**src/hdl/pmss_pkg.sv**
```systemverilog
`default_nettype none

package pmss_pkg;

   localparam int MAX_SLOTS = 64;
   localparam int SLOT_W    = $clog2(MAX_SLOTS);
   localparam int CNT_W     = $clog2(MAX_SLOTS + 1);
   localparam int WORD_W    = 32;
   localparam int PRIO_W    = 5;
   localparam int FUNC_W    = 2;

   localparam logic [CNT_W-1:0] RING_RESET = CNT_W'(MAX_SLOTS);
   localparam logic [CNT_W-1:0] CNT_MAX    = CNT_W'(MAX_SLOTS);

   typedef enum logic [FUNC_W-1:0] {
      FUNC_WRITE   = 2'd0,
      FUNC_READ    = 2'd1,
      FUNC_ARRANGE = 2'd2
   } func_type;

   typedef struct packed {
      logic [WORD_W-1:0] first;
      logic [WORD_W-1:0] second;
      logic [PRIO_W-1:0] prio;
      logic [WORD_W-1:0] order;
   } slot_word_type;

   typedef struct packed {
      logic capture;
      logic wr_input;
      logic rd_issue;
      logic scan_issue;
      logic wr_head;
      logic wr_best;
      logic load_out;
   } cmd_type;

   typedef struct packed {
      func_type func;
      logic     cnt_zero;
      logic     cnt_last;
   } status_type;

endpackage

`default_nettype wire

```
**src/hdl/pmss_ctrl.sv**
```systemverilog
`default_nettype none

module pmss_ctrl
   import pmss_pkg::*;
(
   input  wire logic       clock,
   input  wire logic       reset,
   input  wire logic       req_valid,
   output logic            req_stall,
   output logic            rsp_valid,
   input  wire logic       rsp_stall,
   input  wire status_type status,
   output cmd_type         cmd
);

   typedef enum logic [3:0] {
      S_IDLE,
      S_DECODE,
      S_WRITE,
      S_READ,
      S_SCAN,
      S_DRAIN,
      S_SWAP_HEAD,
      S_SWAP_BEST,
      S_DONE
   } state_type;

   state_type state_ff, state_in;
   logic      rsp_valid_ff, rsp_valid_in;
   logic      load_out;

   assign req_stall = (state_ff != S_IDLE);
   assign rsp_valid = rsp_valid_ff;
   assign load_out  = (state_ff == S_DONE) && (!rsp_valid_ff || !rsp_stall);

   always_comb begin
      cmd            = '0;
      cmd.capture    = req_valid && !req_stall;
      cmd.wr_input   = (state_ff == S_WRITE);
      cmd.rd_issue   = (state_ff == S_READ);
      cmd.scan_issue = (state_ff == S_SCAN);
      cmd.wr_head    = (state_ff == S_SWAP_HEAD);
      cmd.wr_best    = (state_ff == S_SWAP_BEST);
      cmd.load_out   = load_out;
   end

   always_comb begin
      state_in = state_ff;
      case (state_ff)
         S_IDLE: begin
            if (req_valid) state_in = S_DECODE;
         end
         S_DECODE: begin
            case (status.func)
               FUNC_WRITE:   state_in = S_WRITE;
               FUNC_READ:    state_in = S_READ;
               FUNC_ARRANGE: state_in = status.cnt_zero ? S_DONE : S_SCAN;
               default:      state_in = S_DONE;
            endcase
         end
         S_WRITE:     state_in = S_DONE;
         S_READ:      state_in = S_DONE;
         S_SCAN: begin
            if (status.cnt_last) state_in = S_DRAIN;
         end
         S_DRAIN:     state_in = S_SWAP_HEAD;
         S_SWAP_HEAD: state_in = S_SWAP_BEST;
         S_SWAP_BEST: state_in = S_DONE;
         S_DONE: begin
            if (load_out) state_in = S_IDLE;
         end
         default:     state_in = S_IDLE;
      endcase
   end

   always_comb begin
      rsp_valid_in = rsp_valid_ff;
      if (load_out) begin
         rsp_valid_in = 1'b1;
      end else if (!rsp_stall) begin
         rsp_valid_in = 1'b0;
      end
   end

   always_ff @(posedge clock) begin
      if (reset) begin
         state_ff     <= S_IDLE;
         rsp_valid_ff <= 1'b0;
      end else begin
         state_ff     <= state_in;
         rsp_valid_ff <= rsp_valid_in;
      end
   end

   a_scan_ends: assert property (@(posedge clock) disable iff (reset)
      (state_ff == S_SCAN) && status.cnt_last |=> (state_ff == S_DRAIN))
      else $error("scan did not stop at last entry");

   a_rsp_from_done: assert property (@(posedge clock) disable iff (reset)
      $rose(rsp_valid_ff) |-> $past(state_ff == S_DONE))
      else $error("response raised outside done state");

   a_swap_pair: assert property (@(posedge clock) disable iff (reset)
      (state_ff == S_SWAP_HEAD) |=> (state_ff == S_SWAP_BEST))
      else $error("swap left half done");

endmodule

`default_nettype wire

```
**config.mk**
```make
export PLATFORM = sky130hd
export DESIGN_NAME = pmss_ctrl
export DESIGN_NICKNAME = d
export VERILOG_FILES = /design/src/hdl/pmss_pkg.sv /design/src/hdl/pmss_ctrl.sv
export SDC_FILE = /design/constraint.sdc
export NUM_CORES = 1
export LEC_CHECK = 0
export BUFFER_PORTS_ARGS = -buffer_cell sky130_fd_sc_hd__buf_2
export CAP_MARGIN = 5
export CORE_AREA = 2 2 39 41
export CTS_CLUSTER_DIAMETER = 100
export DETAILED_ROUTE_END_ITERATION = 6
export DIE_AREA = 0 0 41 43
export GPL_TIMING_DRIVEN = 0
export SYNTH_ARGS = -nofsm -noshare
export SYNTH_HDL_FRONTEND = slang
export SYNTH_SLANG_ARGS = --single-unit
```
**constraint.sdc**
```tcl
create_clock -name clock -period 1.9 [get_ports clock]
set_clock_uncertainty 0.1 [all_clocks]
set_input_delay 0.38 -clock clock [delete_from_list [all_inputs] [get_ports clock]]
set_output_delay 0.38 -clock clock [all_outputs]
set_load 0.02 [all_outputs]
```
After elaboration in Yosys (flattened, before gate mapping)

Index checks and enable logic that the tools add are counted.

Word-level logic and storage cells: 35
Output and inout bits: 9
Bits in registers: 5

Reduce and logical (&&, ||, !) cells: 11
Multiplexer cells: 8
Eq/ne operators: 14

Operators with widths:

| kind               | number |
|---|---|
| $pmux 4 s7         | 1 |
| $eq 4x3->1 const B | 4 |
| $mux 4             | 4 |
| $pmux 4 s3         | 1 |
| $eq 4x2->1 const B | 2 |
| $ne 2x2->1 const B | 3 |
| $eq 4x1->1 const B | 1 |
| $eq 4x4->1 const B | 1 |
| $logic_not 4->1    | 1 |
| $reduce_bool 4->1  | 1 |
| $logic_not 1->1    | 3 |
| $reduce_and 3->1   | 1 |
| $reduce_or 3->1    | 1 |
| $eq 2x1->1 const B | 1 |
| $eq 2x2->1 const B | 1 |
| $logic_and 1x1->1  | 2 |
| $logic_not 2->1    | 1 |
| $mux 1             | 2 |
| $ne 2x1->1 const B | 1 |
| $logic_or 1x1->1   | 1 |

Logic depth before layout (Yosys ltp)

Gate-level depths: netlist (run 1).

Depth in word-level cells: 5
Gate-level depth with buffers: 4

Least setup slack after synthesis (run 1)

No wires, ideal clock.

Kind: register -> output
From: register state_ff[3]
To: output cmd[6] (netlist name)
Path buffers: 1
Arrival: 1325 ps
Stages on the path, launching flop included: 4
Slack: 95 ps
Cell sequence: dfxtp_1 > buf_4 > or4_4 > nor2_1

RTL lines:

| item                   | RTL line        | source |
|---|---|---|
| from (decl)            | pmss_ctrl.sv:28 | `state_type state_ff, state_in;` |
| from (signal assigned) | pmss_ctrl.sv:90 | `state_ff <= state_in;` |
| to (decl)              | pmss_ctrl.sv:13 | `output cmd_type cmd` |

Worst setup path in the final report (run 1)

From: register state_ff[1]
To: output cmd[0] (netlist name)

Word-level cells in the longest chain between the ends: 2

RTL lines:

| item              | RTL line        | source |
|---|---|---|
| $eq 4x4->1        | pmss_ctrl.sv:34 | `assign load_out = (state_ff == S_DONE) && (!rsp_valid_ff \|\| !rsp_stall);` |
| $logic_and 1x1->1 | pmss_ctrl.sv:34 |  |

Every way passes these cells.

==> out/metrics.yaml, run 1 <==
worst_hold_path:
  hold_path_class: "in2reg"
clocking:
  clock_tree.root_cell: "sky130_fd_sc_hd__clkbuf_4"
  clock_input_transition_at_the_sequential_cells_of_the_worst_setup_and_hold_paths_ns: 0.04
  cts_tree: "built"
  clock_tree.htree_level_count: 1
  clkLatencyLatePin_ns: 0.25
  cts_buffers: 3
  cts-root-to-sink-buffers: 2
  clock_sink_count: 5
die:
  design.core.area_um2: 1380
  die_height_um: 43
  num_io_pins: 17
  floorplan.die.width_um: 41
  start_util_pct: 25.4
  design.die.area_um2: 1760
  fp-row-count: 14
logic_synthesis:
  synth.lib_cells_used.distinct: 24
  synth_largest_type_area_fraction_pct: 28.5
  netlist_area_um2: 352
  mappedNetlistNets: 54
  ys_seq_area_share_pct: 28.5
  synth_cells: 46
  synthDominantAreaCellType: "sky130_fd_sc_hd__dfxtp_1"
  synth.avg_cell_area_um2: 7.64
  post_synth_main_area_contributors: "sky130_fd_sc_hd__dfxtp_1, sky130_fd_sc_hd__nor2_1, sky130_fd_sc_hd__nand2b_1, sky130_fd_sc_hd__a21oi_1, sky130_fd_sc_hd__nor3_1"
  yosysWarnings: 0
  postSynthRegisterBits: 5
power_and_ir_drop:
  net_switching_power_figure_w: 0.000120
  combinationalPowerShare_pct: 32.3
  cell_internal_pwr_w: 0.000249
  vdd_drop_max_mv: 0.250
  p_clk_share_pct: 34.8
  p_sw_share_pct: 32.5
  power-per-cell-area_nw_per_um2: 704
  power_w: 0.000368
  seq_power_share_pct: 32.9
  leakagePower_nw: 0.235
sta:
  rsz0062_at_grt: "true"
  timing.final.ws_setup_ns: 0.0359
  hold-worst-slack_ns: 0.245
  timing.final.crit_share_pct: 98.1
  relSlewSlack_pct: 75.9
  slew_viol_final: 0
  final_hold_viol_count: 0
  finalCriticalPeriod_ns: 1.86
  report.final.setup_viol: 0
  fmaxAchievable_mhz: 536
  timing_worst_slew_pin_value_ns: 0.357
global_route:
  grt_use_total_pct: 11.0
  pin_count_of_the_biggest_net_entering_global_routing: 11
  via_count_of_the_first_global_routing_pass: 303
  grt_pass1_wl_mm: 1.29
  grt_antenna_before_repair: 0
  grt-ovfl-total: 0
placement:
  placed_cell_area_um2: 452
  placement.io_buffers: 16
  detailed_place_hpwl_um: 581
  pre_cts_ws_ns: 0.0841
  gp_congestion: 0.681
critical_path:
  worstSetupStartpointType: "flop"
  r2r_setup_slack_ns: 0.39
  cp_data_required_time_ns: 1.42
  worst_setup_path_end_kind: "output pin"
  regToRegEndpoint: "state_ff[3]"
  crit_fanout: 6
  critPathLaunch: "state_ff[1]"
  reg2regPathDepth: 4
  worstSetupEndpoint: "cmd[0]"
  crit_arrival_ns: 1.38
  crit_type: "reg2out"
  reg_to_reg_startpoint: "state_ff[1]"
drt:
  post-route-drc-count: 0
  wl_per_cell_um: 10.3
  vias: 386
  drt_antenna_net_count: 0
  post_drt_via_cell_ratio: 4.65
  drt-total-wl_um: 851
  detailedRoute.firstIterationViolations: 7
  first_pass_iters: 3
layout:
  final_net_count: 76
  mostFrequentLayoutCells: "sky130_fd_sc_hd__buf_2, sky130_fd_sc_hd__nor2_1, sky130_fd_sc_hd__nand2_1, sky130_fd_sc_hd__buf_4"
  layout.cells.most_common: "sky130_fd_sc_hd__buf_2"
  post_route_cells_drive_above_1_share_pct: 50.7
  finished_layout_cell_area_um2: 523
  synthToLayoutAreaGrowth_pct: 48.8
  antenna_cells: 0
flow_run:
  max_cap_violations: 0
run_status:
  result_of_the_run: "completed"
## cell families (layout without fill, tap and decap cells)
group	after synthesis	in the layout	share of synthesized area, %
AOI/OAI and AO/OA	9	9	18.2
buffers and inverters	6	27	11.0
DFF	5	5	28.5
and+or+nand+nor	26	26	42.3
## how the worst min path moves through the flow
stage,depth (start not counted),slack [ns],endpoint,start
2_1_floorplan,1,0.34,state_ff[3],reset
3_3_place_gp,2,0.42,rsp_valid,rsp_valid
3_5_place_dp,2,0.43,rsp_valid,rsp_valid
4_1_cts,2,0.24,state_ff[3],reset
5_1_grt,2,0.24,state_ff[3],reset
6_report,2,0.25,state_ff[3],reset
## routing by layer
layer	global-route usage [%]	share of wire, %
met1	14.4	48
met2	14.7	43
met3	6.28	8.7
met4	4.00	0
met5	0	0
## sequential cells by signal, indices dropped and copies added, names as in the netlist
register   count
rsp_valid      1
state_ff       4
## power groups by stage
| stage | Clock, W | Sequential, W | Combinational, W |
|---|---|---|---|
| 6_report | 0.000128 | 0.000121 | 0.000119 |
| 5_1_grt | 0.000145 | 0.000123 | 0.000132 |
| 4_1_cts | 0.000137 | 0.000121 | 0.000112 |
| 3_5_place_dp | 0 | 0.000121 | 0.000104 |
| 3_3_place_gp | 0 | 0.000121 | 0.000104 |
| 2_1_floorplan | 0 | 0.000121 | 0.0000743 |
## per-stage QoR
step,utilization (%),TNS (ns),instances
3_3_place_gp,32.6,0,78
5_1_grt,37.8,-0.0237,83
2_1_floorplan,-,0,46
6_report,37.8,0,83
3_5_place_dp,32.6,0,78
4_1_cts,36.2,-0.0407,83
## critical path: stages (launching register included)
cell,delay [ns]
sky130_fd_sc_hd__dfxtp_4,0.35
sky130_fd_sc_hd__or4b_4,0.54
sky130_fd_sc_hd__a21oi_4,0.13
sky130_fd_sc_hd__buf_6,0.13
## synthesized netlist by cell type (all sizes together)
cell type  instances
nor2               7
dfxtp              5
a21oi              4
buf                4
nand2              4
nand2b             3
nor3               3
inv                2
nand3b             2
a211oi             1
and3               1
nand3              1
nor2b              1
nor4b              1
o211ai             1
o21a               1
o22ai              1
o32a               1
or2b               1
or4                1
or4b               1
## what timing repair did
| action | 4_1_cts | 5_1_grt |
|---|---|---|
| pin swaps | 3 | 3 |
| buffers inserted | 3 | 1 |
| hold buffers | 0 | 0 |
| endpoints found under the setup margin | 2 | 2 |
| resized for setup | 7 | 8 |
## area by class of cell
cell class / count / area (um2)
Buffer: 1 / 5.00
Clock buffer: 4 / 26.3
Fill cell: 150 / 861
Inverter: 2 / 7.51
Multi-Input combinational cell: 35 / 231
Sequential cell: 5 / 110
Tap cell: 16 / 20.0
Timing Repair Buffer: 20 / 123
(Power assumes the default switching activity.)
==> inputs of run 2 (changes only) <==
--- a/config.mk
+++ b/config.mk
@@ -6,12 +6,15 @@
 export NUM_CORES = 1
 export LEC_CHECK = 0
 export BUFFER_PORTS_ARGS = -buffer_cell sky130_fd_sc_hd__buf_2
-export CAP_MARGIN = 5
+export CAP_MARGIN = 20
+export CELL_PAD_IN_SITES_DETAIL_PLACEMENT = 0
+export CELL_PAD_IN_SITES_GLOBAL_PLACEMENT = 1
 export CORE_AREA = 2 2 39 41
 export CTS_CLUSTER_DIAMETER = 100
 export DETAILED_ROUTE_END_ITERATION = 6
 export DIE_AREA = 0 0 41 43
 export GPL_TIMING_DRIVEN = 0
+export PLACE_DENSITY_LB_ADDON = 0.1
 export SYNTH_ARGS = -nofsm -noshare
 export SYNTH_HDL_FRONTEND = slang
 export SYNTH_SLANG_ARGS = --single-unit
==> run 2 against run 1 <==
  * Global-route usage increased by 0.33 points
  * First-iteration DRC count increased by 57%
  * Cell count increased by 3.6%
  * Largest power group unchanged
  * Largest cell class unchanged
  * Sequential cell count unchanged
  * Count of clock-buffer cells in the layout unchanged
  * Die area unchanged
  * Hold slack got worse by 0.0077 ns
  * Combinational power about the same
  * Via count increased by 10%
  * Wire length increased by 6.2%
  * Register-to-register slack about the same
==> out/metrics.yaml, run 2 (synthesis results as in run 1) <==
sta:
  fmaxAchievable_mhz: 537  # was 536 MHz
  report.final.setup_viol: 0  # unchanged
  hold-worst-slack_ns: 0.238  # was 0.245 ns
  timing_worst_slew_pin_value_ns: 0.370  # was 0.357 ns
  final_hold_viol_count: 0  # unchanged
  slew_viol_final: 0  # unchanged
  finalCriticalPeriod_ns: 1.86  # about the same
  rsz0062_at_grt: "true"  # unchanged
  timing.final.crit_share_pct: 98.0  # was 98.1%
  relSlewSlack_pct: 75.0  # was 75.9%
critical_path:
  reg_to_reg_startpoint: "state_ff[2]"  # was state_ff[1]
  cp_data_required_time_ns: 1.42  # about the same
  cpLargestDelayFamily: "simple AND/OR/NAND/NOR gates"  # unchanged
  crit_type: "reg2out"  # unchanged
  critical_path.max_stage_delay_ns: 0.54  # about the same
  worst_setup_path_end_kind: "output pin"  # unchanged
  reg2regPathDepth: 4  # unchanged
  worstSetupStartpointType: "flop"  # unchanged
  regToRegEndpoint: "state_ff[3]"  # unchanged
  critPathSlowestCell: "sky130_fd_sc_hd__or4b_4"  # unchanged
  cp_num_buf_inv: 1  # unchanged
  crit_fanout: 4  # was 6
  timing.critical_path.cells: "or4b_4 > a21oi_2 > buf_6"  # was or4b_4 > a21oi_4 > buf_6
  r2r_setup_slack_ns: 0.40  # was 0.39 ns
  crit_cells: 3  # unchanged
  crit_arrival_ns: 1.38  # about the same
layout:
  layout.cells.most_common: "sky130_fd_sc_hd__buf_2"  # unchanged
  layout.core_utilization_pct: 38.8  # was 37.8%
  antenna_cells: 0  # unchanged
  biggest_register: "state_ff"  # unchanged
  final_net_count: 79  # was 76
  post_route_cells_drive_above_1_share_pct: 51.4  # was 50.7%
  mostFrequentLayoutCells: "sky130_fd_sc_hd__buf_2, sky130_fd_sc_hd__buf_4, sky130_fd_sc_hd__nor2_1"  # was sky130_fd_sc_hd__buf_2, sky130_fd_sc_hd__nor2_1, sky130_fd_sc_hd__nand2_1, sky130_fd_sc_hd__buf_4
  largest_reg_flops: 4  # unchanged
  synthToLayoutAreaGrowth_pct: 52.7  # was 48.8%
die:
  design.core.area_um2: 1380  # unchanged
  design.die.area_um2: 1760  # unchanged
  fp-row-count: 14  # unchanged
  start_util_pct: 25.4  # unchanged
  floorplan.die.width_um: 41  # unchanged
  num_io_pins: 17  # unchanged
  die_height_um: 43  # unchanged
drt:
  post_drt_via_cell_ratio: 4.94  # was 4.65
  drt_antenna_net_count: 0  # unchanged
  detailedRoute.firstIterationViolations: 11  # was 7
  first_pass_iters: 4  # was 3
  vias: 425  # was 386
  wl_per_cell_um: 10.5  # was 10.3 um
  post-route-drc-count: 0  # unchanged
  drt-total-wl_um: 904  # was 851 um
clocking:
  cts_tree: "built"  # unchanged
  cts_buffers: 3  # unchanged
  cts-root-to-sink-buffers: 2  # unchanged
  clock_sink_count: 5  # unchanged
  clkLatencyLatePin_ns: 0.24  # was 0.25 ns
  clock_input_transition_at_the_sequential_cells_of_the_worst_setup_and_hold_paths_ns: 0.05  # was 0.04 ns
  clock_tree.htree_level_count: 1  # unchanged
  clock_tree.root_cell: "sky130_fd_sc_hd__clkbuf_4"  # unchanged
global_route:
  grt_use_total_pct: 11.4  # was 11.0%
  grt_antenna_before_repair: 0  # unchanged
  grt_pass1_wl_mm: 1.34  # was 1.29 mm
  grt-ovfl-total: 0  # unchanged
  pin_count_of_the_biggest_net_entering_global_routing: 11  # unchanged
  via_count_of_the_first_global_routing_pass: 342  # was 303
worst_hold_path:
  holdCritStartpoint: "reset"  # unchanged
  hold-path-cell-count: 2  # unchanged
  worst_hold_path.endpoint: "state_ff[3]"  # unchanged
  hold_path_class: "in2reg"  # unchanged
power_and_ir_drop:
  vdd_drop_max_mv: 0.371  # was 0.250 mV
  leakagePower_nw: 0.250  # was 0.235 nW
  power-per-cell-area_nw_per_um2: 680  # was 704 nW/um2
placement:
  placement.io_buffers: 16  # unchanged
  detailed_place_hpwl_um: 623  # was 581 um
  gp_congestion: 0.632  # was 0.681
flow_run:
  max_cap_violations: 0  # unchanged
run_status:
  result_of_the_run: "completed"  # unchanged
-- run 2: metal layers --
metal  up-vias  global-route usage [%]  share of wire, %
met2        17                    16.6                46
met3         0                    7.85               7.7
li1        211                       -                 -
met1       197                    14.5                46
met4         0                       0                 0
met5         -                       0                 0
-- run 2: final cells by class --
class,instances,area (um2)
Buffer,1,5.00
Clock buffer,4,26.3
Fill cell,159,847
Inverter,2,7.51
Multi-Input combinational cell,35,224
Sequential cell,5,109
Tap cell,16,20.0
Timing Repair Buffer,23,145
-- run 2: repair_timing --
item | 4_1_cts | 5_1_grt
setup buffers | 3 | 4
pin swaps | 3 | 2
hold buffers | 0 | 0
resized for setup | 7 | 6
setup endpoints to repair | 3 | 2
-- run 2: where the power goes --
group | internal (W) | total [W] | switching, W
combinational | 0.0000580 | 0.000122 | 0.0000638
clock | 0.0000795 | 0.000124 | 0.0000447
sequential | 0.000112 | 0.000119 | 0.00000698
-- run 2: stage by stage --
stage	power [W]	setup WS (ns)	area, um2	instances	TNS (ns)
global route	0.000393	-0.0148	537	86	-0.0158
floorplan	0.000195	0.0952	352	46	0
detailed placement	0.000227	0.0796	452	78	0
finish	0.000365	0.0388	537	86	0
CTS	0.000365	-0.0207	500	83	-0.0319
global placement	0.000227	0.0879	452	78	0
-- run 2: worst max path at each step --
stage           startpoint     end  slack, ns
5_1_grt        state_ff[2]  cmd[0]      -0.01
3_5_place_dp   state_ff[3]  cmd[0]       0.08
4_1_cts        state_ff[3]  cmd[6]      -0.02
2_1_floorplan  state_ff[3]  cmd[6]        0.1
6_report       state_ff[2]  cmd[0]       0.04
3_3_place_gp   state_ff[3]  cmd[0]       0.09
